<file path="config.mk">
export PLATFORM = sky130hd
export DESIGN_NAME = clipped_color_key_blitter_top
export DESIGN_NICKNAME = d
export VERILOG_FILES = /design/src/rtl/ccb_pkg.sv /design/src/rtl/ccb_count.sv /design/src/rtl/ccb_place.sv /design/src/rtl/clipped_color_key_blitter_top.sv
export SDC_FILE = /design/constraint.sdc
export NUM_CORES = 1
export LEC_CHECK = 0
export CELL_PAD_IN_SITES_DETAIL_PLACEMENT = 0
export CELL_PAD_IN_SITES_GLOBAL_PLACEMENT = 1
export CORE_MARGIN = 4
export CORE_UTILIZATION = 49
export DETAILED_ROUTE_END_ITERATION = 10
export DONT_BUFFER_PORTS = 1
export GPL_ROUTABILITY_DRIVEN = 1
export PLACE_DENSITY = 0.83
export SLEW_MARGIN = 20
export SYNTH_ARGS = -nofsm -noshare
export SYNTH_HDL_FRONTEND = slang
export SYNTH_SLANG_ARGS = --single-unit
</file>
<file path="constraint.sdc">
create_clock -name clk_i -period 3.65 [get_ports clk_i]
set_clock_uncertainty 0.2 [all_clocks]
set_input_delay 0.1825 -clock clk_i [delete_from_list [all_inputs] [get_ports clk_i]]
set_output_delay 0.1825 -clock clk_i [all_outputs]
set_load 0.01 [all_outputs]
</file>
<file path="src/rtl/ccb_pkg.sv">
// Package for the clipped color-key blitter.
// Holds register codes, field widths, the key color and the stage record.
// No dependencies.
package ccb_pkg;

  localparam int unsigned PIXEL_W = 16;
  localparam int unsigned ADDR_W  = 19;
  localparam int unsigned CFG_W   = 11;
  localparam int unsigned CNT_W   = 10;
  localparam int unsigned POS_W   = 12;

  localparam logic [PIXEL_W-1:0] KEY_COLOR = 16'hF81F;

  typedef enum logic [2:0] {
    REG_DEST_X        = 3'd0,
    REG_DEST_Y        = 3'd1,
    REG_SOURCE_WIDTH  = 3'd2,
    REG_SOURCE_HEIGHT = 3'd3,
    REG_KEY_ENABLE    = 3'd4
  } reg_e;

  typedef struct packed {
    logic [POS_W-1:0]   screen_x;
    logic [POS_W-1:0]   screen_y;
    logic [PIXEL_W-1:0] pixel;
    logic               last;
  } stage_t;

endpackage

</file>
<file path="src/rtl/ccb_count.sv">
// Source position counter and input register of the blitter.
// Tracks column and row, forms screen coordinates and the last-pixel flag.
// Depends on ccb_pkg.
module ccb_count (
  input  logic                          clk_i,
  input  logic                          rst_ni,
  input  logic [ccb_pkg::CFG_W-1:0]     dest_x_i,
  input  logic [ccb_pkg::CFG_W-1:0]     dest_y_i,
  input  logic [ccb_pkg::CFG_W-1:0]     source_width_i,
  input  logic [ccb_pkg::CFG_W-1:0]     source_height_i,
  input  logic                          in_valid_i,
  output logic                          in_ready_o,
  input  logic [ccb_pkg::PIXEL_W-1:0]   pixel_i,
  output logic                          stg_valid_o,
  input  logic                          stg_ready_i,
  output ccb_pkg::stage_t               stg_o
);

  logic [ccb_pkg::CNT_W-1:0] col_q, col_d;
  logic [ccb_pkg::CNT_W-1:0] row_q, row_d;
  logic                      vld_q, vld_d;
  ccb_pkg::stage_t           stg_q, stg_d;
  logic [ccb_pkg::CNT_W-1:0] width_m1, height_m1;
  logic                      row_end, last, accept;

  function automatic logic [ccb_pkg::CNT_W-1:0] side_m1(input logic [ccb_pkg::CFG_W-1:0] v);
    logic [ccb_pkg::CNT_W-1:0] r;
    if (v[ccb_pkg::CFG_W-1]) begin
      r = '1;
    end else if (v == '0) begin
      r = '0;
    end else begin
      r = v[ccb_pkg::CNT_W-1:0] - ccb_pkg::CNT_W'(1);
    end
    return r;
  endfunction

  assign width_m1   = side_m1(source_width_i);
  assign height_m1  = side_m1(source_height_i);
  assign row_end    = col_q >= width_m1;
  assign last       = row_end && (row_q >= height_m1);
  assign in_ready_o = !vld_q || stg_ready_i;
  assign accept     = in_valid_i && in_ready_o;

  always_comb begin
    col_d = col_q;
    row_d = row_q;
    vld_d = vld_q;
    stg_d = stg_q;
    if (accept) begin
      vld_d          = 1'b1;
      stg_d.screen_x = {dest_x_i[ccb_pkg::CFG_W-1], dest_x_i} + ccb_pkg::POS_W'(col_q);
      stg_d.screen_y = {dest_y_i[ccb_pkg::CFG_W-1], dest_y_i} + ccb_pkg::POS_W'(row_q);
      stg_d.pixel    = pixel_i;
      stg_d.last     = last;
      if (last) begin
        col_d = '0;
        row_d = '0;
      end else if (row_end) begin
        col_d = '0;
        row_d = row_q + ccb_pkg::CNT_W'(1);
      end else begin
        col_d = col_q + ccb_pkg::CNT_W'(1);
      end
    end else if (stg_ready_i) begin
      vld_d = 1'b0;
    end
  end

  always_ff @(posedge clk_i or negedge rst_ni) begin
    if (!rst_ni) begin
      col_q <= '0;
      row_q <= '0;
      vld_q <= 1'b0;
    end else begin
      col_q <= col_d;
      row_q <= row_d;
      vld_q <= vld_d;
    end
  end

  always_ff @(posedge clk_i) begin
    stg_q <= stg_d;
  end

  assign stg_valid_o = vld_q;
  assign stg_o       = stg_q;

endmodule

</file>
<file path="src/rtl/ccb_place.sv">
// Clipping, color keying and address stage of the blitter.
// Forms the frame-buffer address and write enable into the result register.
// Depends on ccb_pkg.
module ccb_place #(
  parameter int unsigned SCREEN_WIDTH  = 640,
  parameter int unsigned SCREEN_HEIGHT = 480
) (
  input  logic                          clk_i,
  input  logic                          rst_ni,
  input  logic                          key_enable_i,
  input  logic                          stg_valid_i,
  output logic                          stg_ready_o,
  input  ccb_pkg::stage_t               stg_i,
  output logic                          out_valid_o,
  input  logic                          out_ready_i,
  output logic                          write_enable_o,
  output logic [ccb_pkg::ADDR_W-1:0]    screen_address_o,
  output logic [ccb_pkg::PIXEL_W-1:0]   write_pixel_o,
  output logic                          last_pixel_o
);

  localparam int unsigned PROD_W = 2 * ccb_pkg::CNT_W;

  logic                          vld_q, vld_d;
  logic                          we_q, we_d;
  logic [ccb_pkg::ADDR_W-1:0]    addr_q, addr_d;
  logic [ccb_pkg::PIXEL_W-1:0]   pix_q, pix_d;
  logic                          last_q, last_d;
  logic                          on_x, on_y, on, keyed, load;
  logic [PROD_W-1:0]             offset;

  assign on_x = !stg_i.screen_x[ccb_pkg::POS_W-1] &&
                (stg_i.screen_x[ccb_pkg::POS_W-2:0] < ccb_pkg::CFG_W'(SCREEN_WIDTH));
  assign on_y = !stg_i.screen_y[ccb_pkg::POS_W-1] &&
                (stg_i.screen_y[ccb_pkg::POS_W-2:0] < ccb_pkg::CFG_W'(SCREEN_HEIGHT));
  assign on    = on_x && on_y;
  assign keyed = key_enable_i && (stg_i.pixel == ccb_pkg::KEY_COLOR);

  assign offset = PROD_W'(stg_i.screen_y[ccb_pkg::CNT_W-1:0]) * PROD_W'(SCREEN_WIDTH)
                + PROD_W'(stg_i.screen_x[ccb_pkg::CNT_W-1:0]);

  assign stg_ready_o = !vld_q || out_ready_i;
  assign load        = stg_valid_i && stg_ready_o;

  always_comb begin
    vld_d  = vld_q;
    we_d   = we_q;
    addr_d = addr_q;
    pix_d  = pix_q;
    last_d = last_q;
    if (load) begin
      vld_d  = 1'b1;
      we_d   = on && !keyed;
      addr_d = on ? offset[ccb_pkg::ADDR_W-1:0] : '0;
      pix_d  = stg_i.pixel;
      last_d = stg_i.last;
    end else if (out_ready_i) begin
      vld_d = 1'b0;
    end
  end

  always_ff @(posedge clk_i or negedge rst_ni) begin
    if (!rst_ni) begin
      vld_q <= 1'b0;
    end else begin
      vld_q <= vld_d;
    end
  end

  always_ff @(posedge clk_i) begin
    we_q   <= we_d;
    addr_q <= addr_d;
    pix_q  <= pix_d;
    last_q <= last_d;
  end

  assign out_valid_o      = vld_q;
  assign write_enable_o   = we_q;
  assign screen_address_o = addr_q;
  assign write_pixel_o    = pix_q;
  assign last_pixel_o     = last_q;

endmodule

</file>
<file path="src/rtl/clipped_color_key_blitter_top.sv">
// Top level of the clipped color-key blitter: register port and stream glue.
// Instantiates ccb_count and ccb_place and uses ccb_pkg.
//
// The blitter takes one RGB565 source pixel per clock in raster order and
// gives one result per pixel: the frame-buffer address, a write enable, the
// pixel and a last-pixel mark (tlast) on the final pixel of the image. A
// pixel passes through two registers, the input register and then the
// result register; both stages move every cycle, so the sustained
// rate is one pixel per clock whenever the downstream side takes results.
// Pixels outside the screen give address zero and no write; pixels equal to
// 0xF81F give no write while keying is on. The user must write registers only while
// no pixel is in flight (not enforced); a write does not clear the position counters.
module clipped_color_key_blitter_top #(
  parameter int unsigned SCREEN_WIDTH  = 640,
  parameter int unsigned SCREEN_HEIGHT = 480
) (
  input  logic        clk_i,
  input  logic        rst_ni,
  input  logic        psel,
  input  logic        penable,
  input  logic        pwrite,
  input  logic [4:0]  paddr,
  input  logic [31:0] pwdata,
  output logic [31:0] prdata,
  output logic        pready,
  input  logic        s_axis_tvalid,
  output logic        s_axis_tready,
  input  logic [15:0] s_axis_tdata,   // [15:0] source_pixel
  output logic        m_axis_tvalid,
  input  logic        m_axis_tready,
  output logic [39:0] m_axis_tdata,   // [18:0] screen_address, [34:19] write_pixel, rest zero
  output logic        m_axis_tuser,   // [0] write_enable
  output logic        m_axis_tlast
);

  logic [ccb_pkg::CFG_W-1:0]   dest_x_q, dest_y_q, width_q, height_q;
  logic                        key_en_q;
  logic                        wr_en;
  ccb_pkg::reg_e               reg_sel;
  logic                        stg_valid, stg_ready;
  ccb_pkg::stage_t             stg;
  logic [ccb_pkg::ADDR_W-1:0]  screen_address;
  logic [ccb_pkg::PIXEL_W-1:0] write_pixel;

  assign pready  = 1'b1;
  assign reg_sel = ccb_pkg::reg_e'(paddr[4:2]);
  assign wr_en   = psel && penable && pwrite && pready;

  always_ff @(posedge clk_i or negedge rst_ni) begin
    if (!rst_ni) begin
      dest_x_q <= '0;
      dest_y_q <= '0;
      width_q  <= ccb_pkg::CFG_W'(1);
      height_q <= ccb_pkg::CFG_W'(1);
      key_en_q <= 1'b0;
    end else if (wr_en) begin
      unique case (reg_sel)
        ccb_pkg::REG_DEST_X:        dest_x_q <= pwdata[ccb_pkg::CFG_W-1:0];
        ccb_pkg::REG_DEST_Y:        dest_y_q <= pwdata[ccb_pkg::CFG_W-1:0];
        ccb_pkg::REG_SOURCE_WIDTH:  width_q  <= pwdata[ccb_pkg::CFG_W-1:0];
        ccb_pkg::REG_SOURCE_HEIGHT: height_q <= pwdata[ccb_pkg::CFG_W-1:0];
        ccb_pkg::REG_KEY_ENABLE:    key_en_q <= pwdata[0];
        default: ;
      endcase
    end
  end

  always_comb begin
    unique case (reg_sel)
      ccb_pkg::REG_DEST_X:        prdata = 32'(dest_x_q);
      ccb_pkg::REG_DEST_Y:        prdata = 32'(dest_y_q);
      ccb_pkg::REG_SOURCE_WIDTH:  prdata = 32'(width_q);
      ccb_pkg::REG_SOURCE_HEIGHT: prdata = 32'(height_q);
      ccb_pkg::REG_KEY_ENABLE:    prdata = 32'(key_en_q);
      default:                    prdata = '0;
    endcase
  end

  ccb_count u_count (
    .clk_i           (clk_i),
    .rst_ni          (rst_ni),
    .dest_x_i        (dest_x_q),
    .dest_y_i        (dest_y_q),
    .source_width_i  (width_q),
    .source_height_i (height_q),
    .in_valid_i      (s_axis_tvalid),
    .in_ready_o      (s_axis_tready),
    .pixel_i         (s_axis_tdata),
    .stg_valid_o     (stg_valid),
    .stg_ready_i     (stg_ready),
    .stg_o           (stg)
  );

  ccb_place #(
    .SCREEN_WIDTH  (SCREEN_WIDTH),
    .SCREEN_HEIGHT (SCREEN_HEIGHT)
  ) u_place (
    .clk_i            (clk_i),
    .rst_ni           (rst_ni),
    .key_enable_i     (key_en_q),
    .stg_valid_i      (stg_valid),
    .stg_ready_o      (stg_ready),
    .stg_i            (stg),
    .out_valid_o      (m_axis_tvalid),
    .out_ready_i      (m_axis_tready),
    .write_enable_o   (m_axis_tuser),
    .screen_address_o (screen_address),
    .write_pixel_o    (write_pixel),
    .last_pixel_o     (m_axis_tlast)
  );

  assign m_axis_tdata = {5'b0, write_pixel, screen_address};

`ifndef NO_ASSERTIONS
  localparam int unsigned SCREEN_PIXELS = SCREEN_WIDTH * SCREEN_HEIGHT;

  assert property (@(posedge clk_i) disable iff (!rst_ni)
    m_axis_tvalid && m_axis_tuser |-> ({2'b0, screen_address} < 21'(SCREEN_PIXELS)))
    else $error("write enabled at an address beyond the screen");

  assert property (@(posedge clk_i) disable iff (!rst_ni)
    m_axis_tvalid && key_en_q && (write_pixel == ccb_pkg::KEY_COLOR) |-> !m_axis_tuser)
    else $error("key color written while keying is on");

  assert property (@(posedge clk_i) disable iff (!rst_ni)
    !s_axis_tready |-> m_axis_tvalid && stg_valid)
    else $error("input stalled while the pipeline has room");
`endif

endmodule
</file>
==> results.sh <==
export IMPL_status="completed"
export IMPL_ys_warn_count=0
export IMPL_post_cts_setup_buffers=0
export IMPL_viasPerCell=5.64
export IMPL_drive_above_1_share=0.134
export IMPL_grt_first_pass_wirelength_um=30600
export IMPL_antenna_left=0
export IMPL_crit_start="width_q[0]"
export IMPL_rsz0062_at_grt="no"
export IMPL_final_cell_mix="78 x edfxtp_1, 65 x ha_1, 65 x dfrtp_1, 46 x nor2_1, 43 x nand2_1"
export IMPL_p_leak_nw=4.07
export IMPL_finalInstanceArea_um2=9560
export IMPL_ios=137
export IMPL_dpl_hpwl_um=14100
export IMPL_synth_area_um2=8380
export IMPL_finalCriticalPeriod_ps=3400
export IMPL_timing_final_hold_violations=0
export IMPL_num_antenna_cells=0
export IMPL_finalMaxSlewViolations=0
export IMPL_grt_max_degree=68
export IMPL_internal_power_mw=4.32
export IMPL_synth_edf_count=78
export IMPL_power_frac_clock=0.233
export IMPL_drc=0
export IMPL_io_buffers=0
export IMPL_start_util=0.502
export IMPL_timing_critical_path_buf_inv=2
export IMPL_routed_wl_um=18600
export IMPL_synth_seq_area_share=0.480
export IMPL_gp_congestion=0.964
export IMPL_fp_coreArea_um2=16700
export IMPL_fin_crit_sh=0.931
export IMPL_p_seq_frac=0.357
export IMPL_fillers=1375
export IMPL_relSlewSlack=0.237
export IMPL_first_iter_violations=263
export IMPL_num_rows=47
export IMPL_dieWidth_um=139
export IMPL_synth_avg_cell_area_um2=11.4
export IMPL_cp_num_cells=13
export IMPL_clkTransAtPathRegs_ps=60
export IMPL_h_tree_depth=4
export IMPL_yosys_register_bits=145
export IMPL_grt_overflow=0
export IMPL_cts_buffers=17
export IMPL_nets=916
export IMPL_cts_max_path_buffers=2
export IMPL_maxCapViolations=0
export IMPL_dieHeight_um=139
export IMPL_grt_pass1_vias=5825
export IMPL_post_dp_cell_area_um2=8570
export IMPL_syn_inst=737
export IMPL_area_growth_pct=14.1
export IMPL_cpMaxStageDelayCell="dfstp_2"
export IMPL_r2r_start="width_q[0]"
export IMPL_path_class="reg -> reg"
export IMPL_yosys_cell_types_count=67
export IMPL_fmax_ghz=0.294
export IMPL_start_kind="register"
export IMPL_grt_util_all_layers=0.196
export IMPL_dieArea_um2=19300
export IMPL_endpoint_kind="register"
export IMPL_crit_required_ps=3780
export IMPL_synth_ff_type="edfxtp_1"
export IMPL_clock_latency_ps=420
export IMPL_regToRegSetupSlack_ps=250
export IMPL_crit_chain="inv_1 > ha_1 > and3_1 > nor3_2 > a221oi_1 > ha_1 > and4_1 > nand2_1 > a21oi_1 > a21oi_1 > buf_4 > or4_1 > o211ai_1"
export IMPL_vias=5756
export IMPL_cts_tree="done"
export IMPL_cp_top_family="simple AND/OR/NAND/NOR gates"
export IMPL_tightest_slew_ps=1140
export IMPL_final_common_cell="edfxtp_1"
export IMPL_wire_per_inst_um=18.2
export IMPL_cp_data_arrival_time_ps=3530
export IMPL_timing_rr_end="u_count.row_q[9]"
export IMPL_cp_slowest_stage_delay_ps=560
export IMPL_swShare=0.386
export IMPL_finalSetupTns_ps=0
export IMPL_pwr_share_comb=0.410
export IMPL_antenna_found_initial=0
export IMPL_cp_endpoint="u_count.row_q[9]"
export IMPL_hold_path_class="in -> reg"
export IMPL_peakVddDrop_mv=0.426
export IMPL_async_flop_share=0.462
export IMPL_ctsRootBufferMaster="clkbuf_16"
export IMPL_worstPathMaxFanout=13
export IMPL_setup_viol=0
export IMPL_first_pass_iters=6
export IMPL_powerDensity_nw_per_um2=736
export IMPL_p_sw_mw=2.71
export IMPL_clkSinkCount=145
export IMPL_reg2regPathDepth=13
-- timing repair --
action | CTS | global route
hold endpoints to repair | 138 | 0
hold buffers | 38 | 0
setup endpoints to repair | 0 | 9
resized for setup | 0 | 6
-- flip-flops by register name, indices dropped and copies added (netlist names) --
name and count:
u_count.stg_o 41, u_place.screen_address_o 19, u_place.write_pixel_o 16, dest_x_q 11, dest_y_q 11, height_q 11
width_q 11, u_count.col_q 10, u_count.row_q 10, key_en_q 1, u_count.stg_valid_o 1, u_place.last_pixel_o 1
u_place.out_valid_o 1, u_place.write_enable_o 1
-- area by class of cell --
cell class	instances	area, um2	share of cell area
clock buffers	17	425	0.0445
well taps	220	275	0.0288
inverters	42	158	0.0165
repair buffers	50	488	0.0510
multi-input cells	531	4050	0.424
clock inverters	15	144	0.0150
flip-flops and latches	145	4020	0.421
-- routing by layer --
metal / part of all wire / vias up / wire (um) / GRT usage
met4: 0.015 / 0 / 273 / 0.0608
li1: - / 2761 / - / -
met2: 0.51 / 189 / 9400 / 0.334
met5: 0 / - / 0 / 0
met3: 0.061 / 18 / 1130 / 0.0521
met1: 0.42 / 2788 / 7770 / 0.245
-- power by group through the flow --
stage          Combinational (mW)  Sequential, mW  Clock (mW)
2_1_floorplan                2.28            2.39           0
3_3_place_gp                 2.65            2.52           0
3_5_place_dp                 2.75            2.53           0
4_1_cts                      2.88            2.50        1.67
5_1_grt                      3.28            2.55        1.76
6_report                     2.89            2.51        1.64
-- Yosys cell counts, drive strengths merged (8+ instances only) --
cell	count	area, um2
xnor2	18	158
ha	65	813
clkbuf	15	56.3
o211ai	9	67.6
dfrtp	65	1630
a21oi	27	135
inv	42	158
nor3	15	75.1
nor2b	8	50.1
mux2	42	473
nor4	10	62.6
buf	29	211
a21o	14	105
mux4	10	225
nor2	47	176
o21ai	32	160
nand3	20	105
nand2	45	176
and2	23	145
edfxtp	78	2340
xor2	26	228
-- stage by stage --
step | power [mW] | worst slack [ps] | cells | utilization | hold WS, ps
final | 7.03 | 252 | 1020 | 0.573 | 21.6
after CTS | 7.05 | 219 | 1020 | 0.571 | 5.51
after global routing | 7.59 | 19.5 | 1020 | 0.573 | 26.2
after floorplan | 4.67 | 481 | 762 | - | -313
after detailed placement | 5.28 | 235 | 950 | 0.513 | -310
after global placement | 5.16 | 306 | 950 | 0.513 | -310
-- how the worst min path moves through the flow --
stage                   from           to  slack [ps]  cells past startpoint
finish              paddr[3]  width_q[10]          20                      4
detailed placement    rst_ni  dest_x_q[2]        -310                      0
global route        paddr[3]   width_q[1]          30                      4
floorplan             rst_ni  dest_x_q[0]        -310                      0
CTS                 paddr[3]  width_q[10]           6                      4
global placement      rst_ni  dest_x_q[0]        -310                      0
-- tightest hold or removal path, cell delays in order --
cell,delay (ps)
nand2_1,40
nor2_1,40
buf_4,180
o21ai_0,150
-- kinds of logic (layout without fill, tap and decap cells) --
group / Yosys count / in the layout / synth area share
AOI/OAI and AO/OA: 131 / 131 / 0.104
xor gates and xnor gates: 44 / 44 / 0.0460
adders and majority gates: 69 / 69 / 0.107
buffers and inverters: 86 / 124 / 0.0508
DFF: 145 / 145 / 0.480
muxes: 52 / 52 / 0.0833
other: 2 / 27 / 0.000896
and+or+nand+nor: 208 / 208 / 0.129
Note: power is estimated with default switching activity, not from simulation.
